==> src/hdl/usgfr_pkg.sv <==
// shared types, codes and gap table for the silence-gap frame receiver
package usgfr_pkg;

	// request codes
	typedef enum logic [1:0] {
		FUNC_BYTE    = 2'd0,
		FUNC_TICK    = 2'd1,
		FUNC_RELEASE = 2'd2,
		FUNC_READ    = 2'd3
	} func_t;

	// receive modes
	typedef enum logic [1:0] {
		MODE_READY = 2'd0,
		MODE_RECV  = 2'd1,
		MODE_ERROR = 2'd2
	} mode_t;

	localparam int BAUD_W  = 3;
	localparam int TIMER_W = 8;

	// one command transaction
	typedef struct packed {
		logic [1:0] func;
		logic [7:0] rx_byte;
		logic       overrun;
		logic [1:0] buffer_index;
		logic [7:0] byte_position;
	} req_t;

	// one result transaction
	typedef struct packed {
		logic       frame_done;
		logic [1:0] frame_buffer;
		logic [8:0] frame_length;
		logic [7:0] read_data;
		logic [1:0] rx_mode;
		logic       byte_dropped;
	} rsp_t;

	// silence gap in ticks per baud index, top indices share the fastest gap
	function automatic logic [TIMER_W-1:0] gap_ticks(input logic [BAUD_W-1:0] baud);
		logic [TIMER_W-1:0] g;
		unique case (baud)
			3'd0: g = 8'd42;
			3'd1: g = 8'd21;
			3'd2: g = 8'd11;
			3'd3: g = 8'd6;
			3'd4: g = 8'd4;
			default: g = 8'd2;
		endcase
		return g;
	endfunction

endpackage

==> src/hdl/usgfr_ctrl.sv <==
// input register, receive state update and result register
module usgfr_ctrl
	import usgfr_pkg::*;
#(
	parameter int NUM_BUFFERS = 4,
	parameter int MAX_FRAME   = 256,
	parameter int AW          = 10
) (
	input  logic              clk,
	input  logic              arst_n,
	input  logic              start,
	input  req_t              req,
	input  logic              cfg_valid,
	input  logic [BAUD_W-1:0] cfg_data,
	output logic              wr_en,
	output logic [AW-1:0]     wr_addr,
	output logic [7:0]        wr_data,
	output logic              rd_en,
	output logic [AW-1:0]     rd_addr,
	output logic              valid_s2,
	output logic              rd_hit_s2,
	output rsp_t              rsp_s2
);

	localparam int BW = (NUM_BUFFERS > 1) ? $clog2(NUM_BUFFERS) : 1;
	localparam int CW = $clog2(MAX_FRAME + 1);

	// input stage
	logic               valid_s1;
	req_t               req_s1;

	// receive state
	mode_t              mode_q, mode_n;
	logic [TIMER_W-1:0] timer_q, timer_n;
	logic [CW-1:0]      count_q, count_n;
	logic [BW-1:0]      active_q, active_n;
	logic [NUM_BUFFERS-1:0] busy_q, busy_n;
	logic [BAUD_W-1:0]  baud_q;

	// shared decode
	func_t              func;
	logic               is_byte, is_tick, is_release, is_read;
	logic               is_recv;
	logic [TIMER_W-1:0] timer_inc;
	logic               past_gap;
	logic               frame_full;
	logic               close;
	logic               restart;
	logic               dropped;
	logic               rd_hit;
	logic [NUM_BUFFERS-1:0] busy_mark;
	logic               idle_found;
	logic [BW-1:0]      idle_idx;
	rsp_t               rsp_n;

	assign func       = func_t'(req_s1.func);
	assign is_byte    = valid_s1 && (func == FUNC_BYTE);
	assign is_tick    = valid_s1 && (func == FUNC_TICK);
	assign is_release = valid_s1 && (func == FUNC_RELEASE);
	assign is_read    = valid_s1 && (func == FUNC_READ);
	assign is_recv    = (mode_q == MODE_RECV);
	assign timer_inc  = timer_q + 1'b1;
	assign past_gap   = timer_inc > gap_ticks(baud_q);
	assign frame_full = count_q >= CW'(MAX_FRAME);
	assign close      = is_tick && is_recv && (count_q != '0) && past_gap;
	assign restart    = is_tick && past_gap && (close || !is_recv);
	assign dropped    = is_byte && (!is_recv || frame_full);
	assign rd_hit     = (int'(req_s1.buffer_index) < NUM_BUFFERS)
	                 && (int'(req_s1.byte_position) < MAX_FRAME);

	// memory access
	assign wr_en   = is_byte && is_recv && !frame_full;
	assign wr_addr = AW'(active_q * MAX_FRAME) + AW'(count_q);
	assign wr_data = req_s1.rx_byte;
	assign rd_en   = is_read && rd_hit;
	assign rd_addr = AW'(req_s1.buffer_index * MAX_FRAME) + AW'(req_s1.byte_position);

	// buffer flags after release or close
	always_comb begin
		busy_mark = busy_q;
		for (int i = 0; i < NUM_BUFFERS; i++) begin
			if (is_release && (int'(req_s1.buffer_index) == i)) begin
				busy_mark[i] = 1'b0;
			end
			if (close && (int'(active_q) == i)) begin
				busy_mark[i] = 1'b1;
			end
		end
	end

	// lowest idle buffer
	always_comb begin
		idle_found = 1'b0;
		idle_idx   = '0;
		for (int i = NUM_BUFFERS - 1; i >= 0; i--) begin
			if (!busy_mark[i]) begin
				idle_found = 1'b1;
				idle_idx   = BW'(i);
			end
		end
	end

	// next state
	always_comb begin
		mode_n   = mode_q;
		timer_n  = timer_q;
		count_n  = count_q;
		active_n = active_q;
		busy_n   = busy_mark;
		if (is_byte && is_recv) begin
			if (!frame_full) begin
				count_n = count_q + 1'b1;
				timer_n = '0;
			end
			if (req_s1.overrun) begin
				mode_n = MODE_ERROR;
			end
		end else if (is_tick && (!is_recv || (count_q != '0))) begin
			timer_n = timer_inc;
			if (restart) begin
				mode_n = MODE_READY;
				if (idle_found) begin
					mode_n   = MODE_RECV;
					timer_n  = '0;
					count_n  = '0;
					active_n = idle_idx;
				end
			end
		end
	end

	// result fields
	always_comb begin
		rsp_n              = '0;
		rsp_n.frame_done   = close;
		rsp_n.frame_buffer = close ? 2'(active_q) : 2'd0;
		rsp_n.frame_length = close ? 9'(count_q) : 9'd0;
		rsp_n.rx_mode      = mode_n;
		rsp_n.byte_dropped = dropped;
	end

	// control registers
	always_ff @(posedge clk or negedge arst_n) begin
		if (!arst_n) begin
			valid_s1  <= 1'b0;
			valid_s2  <= 1'b0;
			rd_hit_s2 <= 1'b0;
			mode_q    <= MODE_READY;
			timer_q   <= '0;
			count_q   <= '0;
			active_q  <= '0;
			busy_q    <= '0;
			baud_q    <= BAUD_W'(1);
		end else begin
			valid_s1  <= start;
			valid_s2  <= valid_s1;
			rd_hit_s2 <= rd_en;
			mode_q    <= mode_n;
			timer_q   <= timer_n;
			count_q   <= count_n;
			active_q  <= active_n;
			busy_q    <= busy_n;
			if (cfg_valid) begin
				baud_q <= cfg_data;
			end
		end
	end

	// payload registers
	always_ff @(posedge clk) begin
		if (start) begin
			req_s1 <= req;
		end
		rsp_s2 <= rsp_n;
	end

`ifndef SYNTHESIS
	a_count_bound: assert property (@(posedge clk) disable iff (!arst_n)
		count_q <= CW'(MAX_FRAME))
		else $error("byte count beyond frame size");

	a_active_idle: assert property (@(posedge clk) disable iff (!arst_n)
		mode_q == MODE_RECV |-> !busy_q[active_q])
		else $error("receiving into a busy buffer");

	a_write_recv: assert property (@(posedge clk) disable iff (!arst_n)
		wr_en |-> (mode_q == MODE_RECV) && (count_q < CW'(MAX_FRAME)))
		else $error("store write outside reception");

	a_close_mode: assert property (@(posedge clk) disable iff (!arst_n)
		close |=> valid_s2 && rsp_s2.frame_done && !rsp_s2.byte_dropped
		&& (rsp_s2.rx_mode != MODE_ERROR))
		else $error("closed frame reported wrongly");
`endif

endmodule

==> config.mk <==
export PLATFORM = sky130hd
export DESIGN_NAME = usgfr_ctrl
export DESIGN_NICKNAME = d
export VERILOG_FILES = /design/src/hdl/usgfr_pkg.sv /design/src/hdl/usgfr_ctrl.sv
export SDC_FILE = /design/constraint.sdc
export NUM_CORES = 1
export LEC_CHECK = 0
export ABC_AREA = 1
export CAP_MARGIN = 20
export CORE_MARGIN = 2
export CORE_UTILIZATION = 50
export DETAILED_ROUTE_END_ITERATION = 12
export DONT_BUFFER_PORTS = 1
export SYNTH_ARGS = -nofsm -noshare
export SYNTH_HDL_FRONTEND = slang
export SYNTH_SLANG_ARGS = --single-unit
==> constraint.sdc <==
create_clock -name clk -period 4.3 [get_ports clk]
set_clock_uncertainty 0.05 [all_clocks]
set_input_delay 0.86 -clock clk [delete_from_list [all_inputs] [get_ports clk]]
set_output_delay 0.86 -clock clk [all_outputs]
set_load 0.05 [all_outputs]
==> impl_metrics.ini, run 1 <==
[worst_setup_path]
endpoint_kind = flop
crit_path_start_kind = flop
path_cells = ha_1 -> nand2_1 -> inv_1 -> nand2_1 -> xor2_1 -> inv_1 -> ha_1 -> nand2_1 -> inv_1 -> nand2_1 -> nand2_1 -> nand2_1 -> nand2_4 -> nand3_1 -> nand2_2 -> nand2_1 -> o21ai_2 -> a21oi_1
slowest_stage = o21ai_2
cp_max_fo = 21
rrSetupSlack_ns = 1.27
cpMostUsedCell = nand2_1
cp_slowest_stage_delay_ns = 0.67
path_class = flop to flop
crit_arrival_ns = 3.14
required_ns = 4.41

[placement]
portBuffers = 0
dp_cells = 391
gp_congestion = 0.799
place_ws_ns = 1.23
dp_hpwl_um = 3930

[clock_tree]
hold_buffers = 0
htreeDepth = 3
cts_sinks = 67
post-cts-setup-buffers = 0
numCtsBuffers = 9
post_cts_resized = 0
ctsLongestPathBuffers = 2
cts.root.buffer_cell = clkbuf_8
insertion_delay_ns = 0.33
clk_pin_slew_ns = 0.07
cts_tree = done

[cells_and_area]
final_cell_mix = 68 x nand2_1, 39 x inv_1, 36 x nand3_1, 30 x dfrtp_1, 29 x nor2_1
layout_commonest_cell = nand2_1
n_fill_cell = 597
stdcell_count = 407
diodes = 0
regArea_mm2 = 0.00171
area_growth_pct = 1.10
drive_gt1_share_pct = 10.0
fin_nets = 363
multi_input_area_mm2 = 0.00106

[global_route]
grt_pass1_vias = 1962
gr-total-overflow = 0
grt_start_max_net_pins = 32
antenna_found_initial = 0
grt.total_usage_pct = 16.7
grt_pass1_wl_um = 9230

[die]
rows = 29
core_area_mm2 = 0.00624
start_util_pct = 50.8
die_h_um = 83.7
ioPinCount = 83
die_area_mm2 = 0.00700
die_w_um = 83.7

[drt]
viasPerCell = 5.03
routed_wl_um = 5450
ant_nets = 0
drc = 0
drt-initial-drc-count = 99
vias = 2046
firstDrtPassIters = 4
wl_per_cell_um = 13.4

[timing]
slew_headroom_pct = 30.0
timing.final.crit_share_pct = 70.6
finalHoldViolCount = 0
slew_violations = 0
tightest_slew_ns = 1.05
layout_min_cycle_time_ns = 3.03
final.setup.tns_ns = 0
whs_ns = 0.167
max_freq_mhz = 330
setup_viol = 0
rsz0062_at_grt = false
final.setup.worst_slack_ns = 1.27

[synth]
synth_largest_area_cell = dfrtp_1
ys_ff_latch = 67
postSynth.asyncResetShare_pct = 46.3
ys.flop_type = dfrtp_1
syn_inst = 344
yosysTopAreaCellShare_pct = 23.7
netlist_area_mm2 = 0.00317
yosysSeqAreaShare_pct = 53.8
ys_types = 28
synth.top_cells.by_area = dfrtp_1 24%, edfxtp_1 20%, dfxtp_1 9.5%, buf_4 8.0%, nand2_1 8.0%
ys_warn_count = 0
synth_edf_count = 21
syn_area_per_cell_um2 = 9.22

[flow_run]
maxCapViolCount = 0

[power]
ir_drop_mv = 0.272
power_density_mw_per_mm2 = 500
leakage_nw = 1.52
power_mw = 1.60

[run_status]
outcome = complete, no violations

[worst_hold_path]
hold_path.class = input pin to asynchronous set/reset pin
## per-layer routing
layer  routed length, um  GRT usage [%]
met1                2570           22.2
met5                   0              0
met4                  34           4.40
met2                2540           25.2
met3                 306           6.92
## cell families (layout without fill, tap and decap cells)
family          count (synthesis)  count (layout)  share of synthesized area [%]
xor+xnor                        4               4                           1.10
simple gates                  158             158                           22.4
compound gates                 26              26                           4.85
other cells                     1               8                          0.118
buf+inv                        78              57                           13.7
flops                          67              67                           53.8
fa+ha+maj                      10              10                           3.94
## area by class of cell
cell class / instances / area share (%)
well taps: 77 / 3.00
inverters: 41 / 4.80
multi-input cells: 206 / 33.1
clock buffers: 13 / 4.64
clock inverters: 3 / 1.25
flip-flops and latches: 67 / 53.2
## synthesized netlist by cell type (7+ instances only)
library cell / count
dfrtp_1: 30
edfxtp_1: 21
o21ai_0: 7
inv_1: 39
nand3_1: 36
nor2_1: 29
nor3_1: 7
ha_1: 10
dfxtp_1: 15
buf_4: 34
nand2_1: 68
a21oi_1: 11
## where the power goes
part           switching, mW  internal [mW]  leakage (nW)
Sequential             0.129          0.719         0.740
Combinational          0.177         0.0769         0.682
Clock                  0.220          0.283        0.0974
Total                  0.526           1.08          1.52
## through the flow
step	utilization, %	cell area [um2]
final	51.4	3210
after global placement	48.4	3020
after global routing	51.4	3210
after CTS	51.4	3210
after floorplan	-	3200
after detailed placement	48.4	3020
## sequential cells by signal (all words and copies together) (netlist names)
signal	count
valid_s1	1
req_s1	11
baud_q	3
timer_q	8
active_q	2
rd_hit_s2	1
mode_q	2
count_q	9
func	2
wr_data	8
busy_q	4
valid_s2	1
rsp_s2	15
## worst max-delay path, delay by kind of cell (launching register included)
| family | cells | cell delay [ns] |
|---|---|---|
| compound gates | 2 | 0.84 |
| xor+xnor | 1 | 0.14 |
| fa+ha+maj | 2 | 0.49 |
| buf+inv | 3 | 0.18 |
| flops | 1 | 0.42 |
| simple gates | 10 | 0.73 |
## worst paths after layout
check / startpoint / end / cells after the start
max: timer_q[0] / mode_q[0] / 18
min: arst_n / count_q[5] / 0
max reg2reg: timer_q[0] / mode_q[0] / 18
min reg2reg: valid_s1 / valid_s2 / 0
max in group asynchronous: arst_n / baud_q[0] / 0
min in group clk: valid_s1 / valid_s2 / 0
No activity file was read; power rests on OpenSTA's default activity.
==> run 2: changes to the inputs <==
--- a/config.mk
+++ b/config.mk
@@ -11,6 +11,7 @@
 export CORE_UTILIZATION = 50
 export DETAILED_ROUTE_END_ITERATION = 12
 export DONT_BUFFER_PORTS = 1
+export PLACE_DENSITY = 0.68
 export SYNTH_ARGS = -nofsm -noshare
 export SYNTH_HDL_FRONTEND = slang
 export SYNTH_SLANG_ARGS = --single-unit
==> constraint.sdc (replaced) <==
create_clock -name clk -period 2.6 [get_ports clk]
set_clock_uncertainty 0.05 [all_clocks]
set_input_delay 0.52 -clock clk [delete_from_list [all_inputs] [get_ports clk]]
set_output_delay 0.52 -clock clk [all_outputs]
set_load 0.05 [all_outputs]
==> run 2 against run 1 <==
  * The flow now finishes with violations (negative setup slack)
  * Highest routed layer unchanged
  * Worst setup slack got worse by 1.3 ns
  * Largest cell class unchanged
  * Total power increased by 81%
  * Combinational power increased by 120%
  * Count of clock-buffer cells in the layout decreased by 3
  * Wire length increased by 14%
  * Final area increased by 11%
  * First-iteration DRC count increased by 68%
  * Sequential power increased by 65%
  * Fmax increased by 14%
  * Non-clock buffer count increased by 25
  * Register-to-register slack got worse by 1.3 ns
==> impl_metrics.ini, run 2 (synthesis results as in run 1) <==
[run_status]
outcome = complete, but fails checks
violations = negative setup slack

[cells_and_area]
top_register = rsp_s2
design_area_mm2 = 0.00356
final_cell_mix = 62 x nand2_1, 38 x inv_1, 29 x nor2_1, 29 x dfrtp_1, 25 x nand3_1
drive_gt1_share_pct = 22.8
largest_register_ffs = 15
diodes = 0
reg_top3 = rsp_s2 x15, req_s1 x11, count_q x9
area_growth_pct = 12.1
layout_commonest_cell = nand2_1
fin_nets = 388

[clock_tree]
insertion_delay_ns = 0.35
numCtsBuffers = 9
cts_tree = done
ctsLongestPathBuffers = 2
cts_sinks = 67
htreeDepth = 3
cts.root.buffer_cell = clkbuf_8
clk_pin_slew_ns = 0.07

[drt]
drt-initial-drc-count = 166
firstDrtPassIters = 4
routed_wl_um = 6230
vias = 2269
drc = 0
wl_per_cell_um = 14.4
ant_nets = 0
viasPerCell = 5.25

[placement]
portBuffers = 0
dpl-instance-area_mm2 = 0.00314
gp_congestion = 0.796
dp_hpwl_um = 4100

[worst_setup_path]
crit_path_start_kind = flop
crit_arrival_ns = 2.89
required_ns = 2.83
r2r_cells = 16
endpoint_kind = flop
cp_max_fo = 6
path_class = flop to flop

[timing]
final.setup.worst_slack_ns = -0.0601
slew_violations = 0
rsz0062_at_grt = true
slew_headroom_pct = 61.5
tightest_slew_ns = 0.577
timing.final.crit_share_pct = 102
max_freq_mhz = 376
setup_viol = 16
finalHoldViolCount = 0
layout_min_cycle_time_ns = 2.66
whs_ns = 0.156

[flow_run]
maxCapViolCount = 0

[global_route]
antenna_found_initial = 0
gr-total-overflow = 0
grt_pass1_wl_um = 9630
grt.total_usage_pct = 17.6
grt_pass1_vias = 2078
grt_start_max_net_pins = 32

[die]
die_h_um = 83.7
start_util_pct = 50.8
core_area_mm2 = 0.00624
ioPinCount = 83
rows = 29
die_area_mm2 = 0.00700
die_w_um = 83.7

[power]
leakage_nw = 1.67
sw_frac_of_total_pct = 33.9
p_clk_share_pct = 32.3
intPower_mw = 1.92
power.share.combinational_pct = 19.4
power_density_mw_per_mm2 = 816
power_switching_mw = 0.984
seq_power_share_pct = 48.2
ir_drop_mv = 0.517

[worst_hold_path]
hold_path.class = input pin to flop
min_path_cells = 0
[run 2: cell count changes in the layout (fill, tap and decap cells not counted), moves of 2 or more]
cell      change
nand3_4       +2
buf_4        +20
nand2_1       -6
nand3_1      -11
buf_6         +3
clkinv_4      +2
clkbuf_1      -2
nand3_2       +9
nand2_2       +6
[run 2: final timing paths]
| check | start | end | slack (ns) |
|---|---|---|---|
| max in group asynchronous | arst_n | baud_q[0] | 1.64 |
| worst max register to register | timer_q[0] | timer_q[0] | -0.06 |
| min in group asynchronous | arst_n | count_q[0] | 0.60 |
| worst min-delay path | start | valid_s1 | 0.16 |
| worst min register to register | valid_s1 | valid_s2 | 0.38 |
| worst max-delay path | timer_q[0] | timer_q[0] | -0.06 |
[run 2: worst max-delay path, stage by stage, from the launching register on]
cell and delay (ns):
dfrtp_1 0.39, inv_1 0.11, nor3_1 0.26, xor2_1 0.26
ha_1 0.29, nand2_1 0.07, inv_1 0.04, nand4_1 0.07
nand2_2 0.07, nand2_4 0.12, nand3_4 0.09, nand2_4 0.08
nand2_2 0.08, o21ai_4 0.26, buf_6 0.17, nand3_2 0.06
nand2_1 0.10
[run 2: routing by layer]
layer	track usage [%]	share of wire, %	up-vias
li1	-	-	1080
met1	23.1	44	1074
met2	26.1	46	102
met3	5.84	7.6	13
met4	9.09	2.4	0
met5	0	0	-
[run 2: power by group through the flow]
stage	clock network, mW	logic (mW)	registers [mW]
2_1_floorplan	0	0.482	1.32
3_3_place_gp	0	0.441	1.42
3_5_place_dp	0	0.450	1.42
4_1_cts	0.963	0.494	1.40
5_1_grt	1.01	0.626	1.41
6_report	0.939	0.564	1.40
[run 2: timing repair]
action                     CTS  global route
buffers inserted             1             4
hold endpoints to repair    31             0
setup endpoints to repair   13            21
gates resized for setup      8            23
hold buffers                 2             0
gates cloned                 2             0
pin swaps                    1            16
[run 2: stage by stage]
step / power, mW / utilization [%] / setup TNS (ns) / cells / worst slack, ns
finish: 2.90 / 57.0 / -0.437 / 432 / -0.0601
global route: 3.04 / 57.0 / -2.56 / 432 / -0.177
CTS: 2.85 / 55.0 / 0 / 428 / 0.0222
detailed placement: 1.87 / 50.3 / -0.0567 / 407 / -0.0129
global placement: 1.86 / 50.3 / 0 / 407 / 0.0163
floorplan: 1.80 / - / 0 / 351 / 0.224
[run 2: area by class of cell]
cell class,instances,area [um2]
Fill cell,556,2680
Multi-Input combinational cell,206,1170
Clock buffer,10,128
Timing Repair Buffer,25,214
Tap cell,77,96.3
Sequential cell,67,1710
Inverter,41,154
Clock inverter,6,90.1
